==> config.mk <==
export PLATFORM = sky130hd
export DESIGN_NAME = move_to_front_attention_list_flat
export DESIGN_NICKNAME = d
export VERILOG_FILES = /design/src/rtl/core/mtfal_pkg.sv /design/src/rtl/core/mtfal_stream_if.sv /design/src/rtl/core/move_to_front_attention_list.sv /design/src/rtl/core/mtfal_lookup.sv /design/src/flat_wrapper.sv
export SDC_FILE = /design/constraint.sdc
export NUM_CORES = 2
export LEC_CHECK = 0
export ABC_AREA = 0
export BUFFER_PORTS_ARGS = -buffer_cell sky130_fd_sc_hd__buf_2
export CORE_MARGIN = 4
export CORE_UTILIZATION = 35
export DETAILED_ROUTE_END_ITERATION = 8
export GPL_TIMING_DRIVEN = 0
export PLACE_DENSITY_LB_ADDON = 0.2
export SLEW_MARGIN = 20
export SYNTH_ARGS = -nofsm -noshare
export SYNTH_HDL_FRONTEND = slang
export SYNTH_HIERARCHICAL = 1
export SYNTH_SLANG_ARGS = --single-unit
==> constraint.sdc <==
create_clock -name i_clk -period 17.7 [get_ports i_clk]
set_clock_uncertainty 0.15 [all_clocks]
set_input_delay 2.655 -clock i_clk [delete_from_list [all_inputs] [get_ports i_clk]]
set_output_delay 2.655 -clock i_clk [all_outputs]
set_load 0.005 [all_outputs]
==> src/rtl/core/mtfal_pkg.sv <==
// types and constants shared by the move-to-front attention list
`default_nettype none

package mtfal_pkg;

    typedef enum logic [2:0] {
        ACT_SHIFT     = 3'd0,
        ACT_STOP      = 3'd1,
        ACT_EVOKE     = 3'd2,
        ACT_REFER     = 3'd3,
        ACT_EMBED     = 3'd4,
        ACT_ELABORATE = 3'd5,
        ACT_CONNECT   = 3'd6,
        ACT_ASSIGN    = 3'd7
    } t_action;

    localparam int unsigned IDX_BITS    = 5;
    localparam int unsigned FIELD_BITS  = 32;
    localparam int unsigned LEN_BITS    = 8;

    typedef struct packed {
        t_action                action;
        logic [FIELD_BITS-1:0]  main_handle;
        logic [FIELD_BITS-1:0]  other_handle;
        logic [LEN_BITS-1:0]    span_length;
        logic [FIELD_BITS-1:0]  role_handle;
        logic [FIELD_BITS-1:0]  label_handle;
    } t_in_item;

    typedef struct packed {
        t_action                out_action;
        logic [LEN_BITS-1:0]    out_length;
        logic [FIELD_BITS-1:0]  out_label;
        logic [FIELD_BITS-1:0]  out_role;
        logic [IDX_BITS-1:0]    source_index;
        logic [IDX_BITS-1:0]    target_index;
        logic [IDX_BITS-1:0]    max_index;
        logic                   lookup_miss;
        logic                   list_full_drop;
    } t_out_item;

endpackage

`default_nettype wire

==> src/rtl/core/mtfal_stream_if.sv <==
// valid/ready stream interface carrying one payload struct
`default_nettype none

interface mtfal_stream_if #(
    parameter type t_payload = logic
);
    logic     valid;
    logic     ready;
    t_payload payload;

    modport source (output valid, output payload, input ready);
    modport sink   (input valid, input payload, output ready);
endinterface

`default_nettype wire

==> src/rtl/core/move_to_front_attention_list.sv <==
// move-to-front attention list of frame handles
//
// Channels: i_in takes one action transaction per cycle (valid/ready), o_out
// gives one result transaction for every action, in order. Each action is
// translated against the list as it stands: named handles become positions,
// then the list is updated (insert or move to front).
// Path: an accepted action is held in the input register, and its result in
// the result register, which drives o_out. Throughput is one action per cycle
// while o_out is not stalled: the compare of both handles against every list
// entry, the priority pick and the shift of the list are combinational from
// the input register to the result register, with the list held in flip-flops.
// Reset: entry count, running maximum and both valid flags clear; list
// contents are not cleared, entries past the count are never matched.
// Stall: when o_out.ready is low the result holds, the input register keeps
// one more action, and then i_in.ready drops until the result is taken.
`default_nettype none

module move_to_front_attention_list #(
    parameter int unsigned LIST_DEPTH  = 32,
    parameter int unsigned HANDLE_BITS = 32
) (
    input  wire logic             i_clk,
    input  wire logic             i_rst_n,
    mtfal_stream_if.sink          i_in,
    mtfal_stream_if.source        o_out
);

    localparam int unsigned PW = (LIST_DEPTH > 1) ? $clog2(LIST_DEPTH) : 1;
    localparam int unsigned CW = $clog2(LIST_DEPTH + 1);
    localparam int unsigned XW = (PW > mtfal_pkg::IDX_BITS) ? PW : mtfal_pkg::IDX_BITS;
    localparam int unsigned IW = mtfal_pkg::IDX_BITS;

    logic                                   r_in_vld;
    mtfal_pkg::t_in_item                    r_in;
    logic                                   r_out_vld;
    mtfal_pkg::t_out_item                   r_out;
    logic [LIST_DEPTH-1:0][HANDLE_BITS-1:0] r_list;
    logic [CW-1:0]                          r_count;
    logic [IW-1:0]                          r_largest;

    mtfal_pkg::t_out_item                   n_out;
    logic [LIST_DEPTH-1:0][HANDLE_BITS-1:0] n_list;
    logic [CW-1:0]                          n_count;
    logic [IW-1:0]                          n_largest;

    logic                   advance;
    logic [HANDLE_BITS-1:0] fh;
    logic [HANDLE_BITS-1:0] oh;
    logic                   fh_found;
    logic                   oh_found;
    logic [PW-1:0]          fh_pos;
    logic [PW-1:0]          oh_pos;
    logic [IW-1:0]          fh_rep;
    logic [IW-1:0]          oh_rep;
    logic                   do_move;
    logic [PW-1:0]          move_pos;
    logic                   count_inc;
    logic [IW-1:0]          big_st;

    function automatic logic [IW-1:0] sat_pos(input logic [PW-1:0] pos);
        logic [XW-1:0] posx;
        posx = XW'(pos);
        sat_pos = (posx > XW'({IW{1'b1}})) ? {IW{1'b1}} : posx[IW-1:0];
    endfunction

    // two-stage flow control
    assign advance     = r_in_vld && (!r_out_vld || o_out.ready);
    assign i_in.ready  = i_rst_n && (!r_in_vld || advance);
    assign o_out.valid = r_out_vld;
    assign o_out.payload = r_out;

    assign fh = HANDLE_BITS'(r_in.main_handle);
    assign oh = HANDLE_BITS'(r_in.other_handle);

    mtfal_lookup #(
        .LIST_DEPTH  (LIST_DEPTH),
        .HANDLE_BITS (HANDLE_BITS),
        .PW          (PW),
        .CW          (CW)
    ) u_look_fh (
        .i_list   (r_list),
        .i_count  (r_count),
        .i_handle (fh),
        .o_found  (fh_found),
        .o_pos    (fh_pos)
    );

    mtfal_lookup #(
        .LIST_DEPTH  (LIST_DEPTH),
        .HANDLE_BITS (HANDLE_BITS),
        .PW          (PW),
        .CW          (CW)
    ) u_look_oh (
        .i_list   (r_list),
        .i_count  (r_count),
        .i_handle (oh),
        .o_found  (oh_found),
        .o_pos    (oh_pos)
    );

    assign fh_rep = fh_found ? sat_pos(fh_pos) : '0;
    assign oh_rep = oh_found ? sat_pos(oh_pos) : '0;

    // translate the action against the current list
    always_comb begin
        n_out            = '0;
        n_out.out_action = r_in.action;
        case (r_in.action)
            mtfal_pkg::ACT_EVOKE: begin
                n_out.out_length = r_in.span_length;
                n_out.out_label  = r_in.label_handle;
            end
            mtfal_pkg::ACT_REFER: begin
                n_out.out_length   = r_in.span_length;
                n_out.target_index = fh_rep;
                n_out.lookup_miss  = !fh_found;
            end
            mtfal_pkg::ACT_EMBED: begin
                n_out.out_label    = r_in.label_handle;
                n_out.out_role     = r_in.role_handle;
                n_out.target_index = oh_rep;
                n_out.lookup_miss  = !oh_found;
            end
            mtfal_pkg::ACT_ELABORATE: begin
                n_out.out_label    = r_in.label_handle;
                n_out.out_role     = r_in.role_handle;
                n_out.source_index = oh_rep;
                n_out.lookup_miss  = !oh_found;
            end
            mtfal_pkg::ACT_CONNECT: begin
                n_out.out_role     = r_in.role_handle;
                n_out.source_index = fh_rep;
                n_out.target_index = oh_rep;
                n_out.lookup_miss  = !fh_found || !oh_found;
            end
            mtfal_pkg::ACT_ASSIGN: begin
                n_out.out_label    = r_in.label_handle;
                n_out.out_role     = r_in.role_handle;
                n_out.source_index = fh_rep;
                n_out.lookup_miss  = !fh_found;
            end
            default: begin
            end
        endcase

        big_st    = (n_out.source_index > n_out.target_index) ?
                    n_out.source_index : n_out.target_index;
        n_largest = (big_st > r_largest) ? big_st : r_largest;
        n_out.max_index = n_largest;

        // list update plan
        do_move   = 1'b0;
        move_pos  = '0;
        count_inc = 1'b0;
        case (r_in.action)
            mtfal_pkg::ACT_EVOKE,
            mtfal_pkg::ACT_EMBED,
            mtfal_pkg::ACT_ELABORATE: begin
                do_move = 1'b1;
                if (fh_found) begin
                    move_pos = fh_pos;
                end else if (r_count == CW'(LIST_DEPTH)) begin
                    // full list: oldest entry falls off the end
                    move_pos             = PW'(LIST_DEPTH - 1);
                    n_out.list_full_drop = 1'b1;
                end else begin
                    move_pos  = r_count[PW-1:0];
                    count_inc = 1'b1;
                end
            end
            mtfal_pkg::ACT_REFER,
            mtfal_pkg::ACT_CONNECT,
            mtfal_pkg::ACT_ASSIGN: begin
                do_move  = fh_found;
                move_pos = fh_pos;
            end
            default: begin
            end
        endcase

        n_count = count_inc ? r_count + CW'(1) : r_count;

        n_list = r_list;
        if (do_move) begin
            n_list[0] = fh;
            for (int i = 1; i < LIST_DEPTH; i++) begin
                if (PW'(i) <= move_pos) begin
                    n_list[i] = r_list[i-1];
                end
            end
        end
    end

    always_ff @(posedge i_clk) begin
        if (!i_rst_n) begin
            r_in_vld  <= 1'b0;
            r_out_vld <= 1'b0;
            r_count   <= '0;
            r_largest <= '0;
        end else begin
            if (i_in.ready) begin
                r_in_vld <= i_in.valid;
            end
            if (advance) begin
                r_out_vld <= 1'b1;
                r_count   <= n_count;
                r_largest <= n_largest;
            end else if (o_out.ready) begin
                r_out_vld <= 1'b0;
            end
        end
    end

    always_ff @(posedge i_clk) begin
        if (i_in.ready && i_in.valid) begin
            r_in <= i_in.payload;
        end
        if (advance) begin
            r_out  <= n_out;
            r_list <= n_list;
        end
    end

endmodule

`default_nettype wire

==> src/rtl/core/mtfal_lookup.sv <==
// parallel compare of one handle against the live part of the list
`default_nettype none

module mtfal_lookup #(
    parameter int unsigned LIST_DEPTH  = 32,
    parameter int unsigned HANDLE_BITS = 32,
    parameter int unsigned PW          = 5,
    parameter int unsigned CW          = 6
) (
    input  wire logic [LIST_DEPTH-1:0][HANDLE_BITS-1:0] i_list,
    input  wire logic [CW-1:0]                          i_count,
    input  wire logic [HANDLE_BITS-1:0]                 i_handle,
    output      logic                                   o_found,
    output      logic [PW-1:0]                          o_pos
);

    logic [LIST_DEPTH-1:0] match;

    always_comb begin
        for (int i = 0; i < LIST_DEPTH; i++) begin
            match[i] = (i_list[i] == i_handle) && (CW'(i) < i_count);
        end
    end

    // lowest matching position wins
    always_comb begin
        o_pos = '0;
        for (int i = LIST_DEPTH - 1; i >= 0; i--) begin
            if (match[i]) begin
                o_pos = PW'(i);
            end
        end
    end

    assign o_found = |match;

endmodule

`default_nettype wire

==> src/flat_wrapper.sv <==
// flat-port wrapper written by rule: the top's interface ports become plain ports
module move_to_front_attention_list_flat 
#(
    parameter int unsigned LIST_DEPTH  = 32,
    parameter int unsigned HANDLE_BITS = 32
)
  (i_clk, i_rst_n, i_in_valid, i_in_payload, i_in_ready, o_out_valid, o_out_payload, o_out_ready);
  mtfal_stream_if #(.t_payload(mtfal_pkg::t_in_item)) i_in_i ();
  mtfal_stream_if #(.t_payload(mtfal_pkg::t_out_item)) o_out_i ();
  input  wire logic i_clk;
  input  wire logic i_rst_n;
  input wire logic [$bits(i_in_i.valid)-1:0] i_in_valid;
  input wire logic [$bits(i_in_i.payload)-1:0] i_in_payload;
  output wire logic [$bits(i_in_i.ready)-1:0] i_in_ready;
  output wire logic [$bits(o_out_i.valid)-1:0] o_out_valid;
  output wire logic [$bits(o_out_i.payload)-1:0] o_out_payload;
  input wire logic [$bits(o_out_i.ready)-1:0] o_out_ready;
  assign i_in_i.valid = i_in_valid;
  assign i_in_i.payload = i_in_payload;
  assign i_in_ready = i_in_i.ready;
  assign o_out_valid = o_out_i.valid;
  assign o_out_payload = o_out_i.payload;
  assign o_out_i.ready = o_out_ready;
  move_to_front_attention_list #(.LIST_DEPTH(LIST_DEPTH), .HANDLE_BITS(HANDLE_BITS)) u_core (.i_clk(i_clk), .i_rst_n(i_rst_n), .i_in(i_in_i), .o_out(o_out_i));
endmodule
==> flow_metrics.tcl <==
set metrics [dict create \
    routabilityCongestion 1.02 \
    period_needed_ps 10120 \
    grt_pass1_wl_um 440000 \
    rsz0062_at_grt "no" \
    cts_setup_buffers 0 \
    grt_pass1_vias 45100 \
    netlist_instances 4821 \
    die-width_um 440 \
    synth-seq-cells 1268 \
    die_y_um 440 \
    num_io_pins 237 \
    yosys-top-cells-area "edfxtp_1 58%, xor2_1 18%, xnor2_1 9.9%" \
    yosysUniqueCellTypes 84 \
    cts_tree "done" \
    cp-startpoint "u_core/fh[5]$_DFFE_PP_" \
    die_area_um2 194000 \
    fin_area_um2 75600 \
    h-tree-depth 4 \
    synth_edf_count 1255 \
    powerDensity_nw_per_um2 91.4 \
    synth_common_cells "1308 x xor2_1, 1255 x edfxtp_1, 742 x xnor2_1" \
    wl_um 343000 \
    wl_per_cell_um 43.7 \
    worstMarginPinSlew_ps 1470 \
    critPathTopFamily "simple AND/OR/NAND/NOR gates" \
    tns_ps 0 \
    relSlewSlack_pct 1.50 \
    critPathLaunchType "flip-flop" \
    slowest_stage "nor4_1" \
    crit_arrival_ps 10480 \
    slowest_delay_ps 990 \
    nFillCells 17300 \
    hold_viol 0 \
    dr.first_iter.drc_count 8117 \
    clockBufferDepth 3 \
    max_freq_ghz 0.0988 \
    hp-class "flip-flop to flip-flop" \
    vias 47800 \
    finalCritPeriodShare_pct 57.2 \
    cts_inserted_buffers 146 \
    antenna_found_initial 16 \
    initial_core_util_pct 35.2 \
    synth_flop_cell "edfxtp_1" \
    r2r_slack_ps 7580 \
    first_pass_iters 6 \
    synth_top_area_share_pct 57.6 \
    cp_max_fo 38 \
    synth.most_common_cell "xor2_1" \
    grt_max_degree 75 \
    outcome "completed" \
    postSynthAreaPerCell_um2 13.6 \
    drv_slew 0 \
    ctsHoldBuffers 0 \
    timing.rr.start "u_core/fh[5]$_DFFE_PP_" \
    setup_violations 0 \
    root_buffer "clkbuf_16" \
    ys_seq_area_share_pct 58.0 \
    cts_resized 0 \
    netlist_area_um2 65400 \
    irDropWorstVdd_v 0.000109 \
    leakage_uw 0.0252 \
    hpwl_um 238000 \
    drc 0 \
    drv_cap 0 \
    place_area_um2 70800 \
    end_kind "flip-flop" \
    rows 158 \
    syn_nets 4975 \
    cp_common_cell "buf_4" \
    ys.warnings.count 6 \
    final_nets 5402 \
    grt-ovfl-total 0 \
    path_cells "buf_2 > buf_4 > buf_4 > buf_4 > xor2_1 > nor4_1 > nand3_1 > nor4_1 > nor2_1 > and2_1 > nor3b_1 > nand4_1 > o21ai_0 > nand2_1 > nand2_1 > inv_2 > nand3_1 > nor3_2 > buf_4 > buf_4 > buf_4" \
    crit_required_ps 18060 \
    layout-drive-gt1-share_pct 15.5 \
    synth_top_cell_by_area "edfxtp_1" \
    ant_nets 0 \
    worst_skew_pair.late_latency_ps 840 \
    async_reset_ff_share_pct 0 \
    track_usage_pct 34.7 \
    hp-start "u_core/fh[4]$_DFFE_PP_" \
    cp_num_buf_inv 8 \
    critical_path_class "flip-flop to flip-flop" \
    cts.sinks 1268 \
    path_clk_slew_ps 60 \
    syn_to_final_growth_pct 15.6 \
    via_per_inst 6.09 \
    portBuffers 236 \
    fp.coreArea_um2 186000 \
]
## registers in the layout (all words and copies together), names as in the netlist
register and count:
u_core/r_largest 5, u_core/r_list 1024, u_core/o_out.payload 92, u_core/r_count 6, u_core/o_out.valid 1, u_core/oh 32, u_core/r_in 72, u_core/n_out 3
u_core/r_in_vld 1, u_core/fh 32
## layout by cell type, fill, tap and decap left out, types with 28 or more instances in the layout
master     instances
and2_1            57
buf_2            363
buf_4             68
buf_6             70
clkbuf_1          46
clkbuf_16        147
clkinv_1          34
clkinv_2          28
edfxtp_1        1255
nand2_1           57
nand3_1           72
nand4_1          229
nor2_1            45
nor2b_1           39
nor3_1            81
nor4_1           328
xnor2_1          742
xor2_1          1308
## final cells by class
class	count	area (µm²)	area share (%)
inverter	31	121	0.160
timing repair buffer	279	2000	2.64
sequential	1268	37900	50.2
antenna	11	27.5	0.0364
multi-input combinational	3240	25700	34.0
buffer	282	1970	2.61
clock buffer	167	3750	4.96
tap	2480	3100	4.10
clock inverter	94	992	1.31
## metal layers
layer / part of all wire, % / global-route usage (%)
met5: 0.077 / 0.756
met4: 8.7 / 24.8
met3: 14 / 12.9
met2: 40 / 48.3
met1: 37 / 43.8
## worst paths after layout
kind	to	cells after the start
hold reg to reg	u_core/r_list[4]$_DFFE_PP_	0
setup reg to reg	u_core/r_list[946]$_DFFE_PP_	21
setup / recovery	u_core/r_list[946]$_DFFE_PP_	21
hold / removal	u_core/r_list[4]$_DFFE_PP_	0
## kinds of logic (layout without fill, tap and decap cells)
| kind of cell | Yosys count | in the layout | synth area share (%) |
|---|---|---|---|
| xor gates and xnor gates | 2053 | 2053 | 27.5 |
| other | 0 | 11 | 0 |
| muxes | 8 | 8 | 0.143 |
| AOI/OAI and AO/OA | 171 | 171 | 1.97 |
| DFF | 1268 | 1268 | 58.0 |
| and+or+nand+nor | 997 | 997 | 8.95 |
| buffers and inverters | 313 | 853 | 3.19 |
| adders and majority gates | 11 | 11 | 0.210 |
## report_power, final
part / switching [µW] / internal [µW]
logic: 394 / 148
registers: 13.3 / 3290
clock network: 1330 / 1740
total: 1730 / 5180
## through the flow
stage	util, %	hold WS, ps	power, µW	setup WS [ps]	std cells
finish	40.7	301	6910	7580	7852
global route	40.7	311	7070	7750	7841
CTS	40.7	303	6920	8250	7841
detailed placement	38.2	286	3880	8270	7580
global placement	37.5	278	3880	4230	7537
floorplan	-	271	3620	8500	4821
No activity file was read; power rests on OpenSTA's default activity.
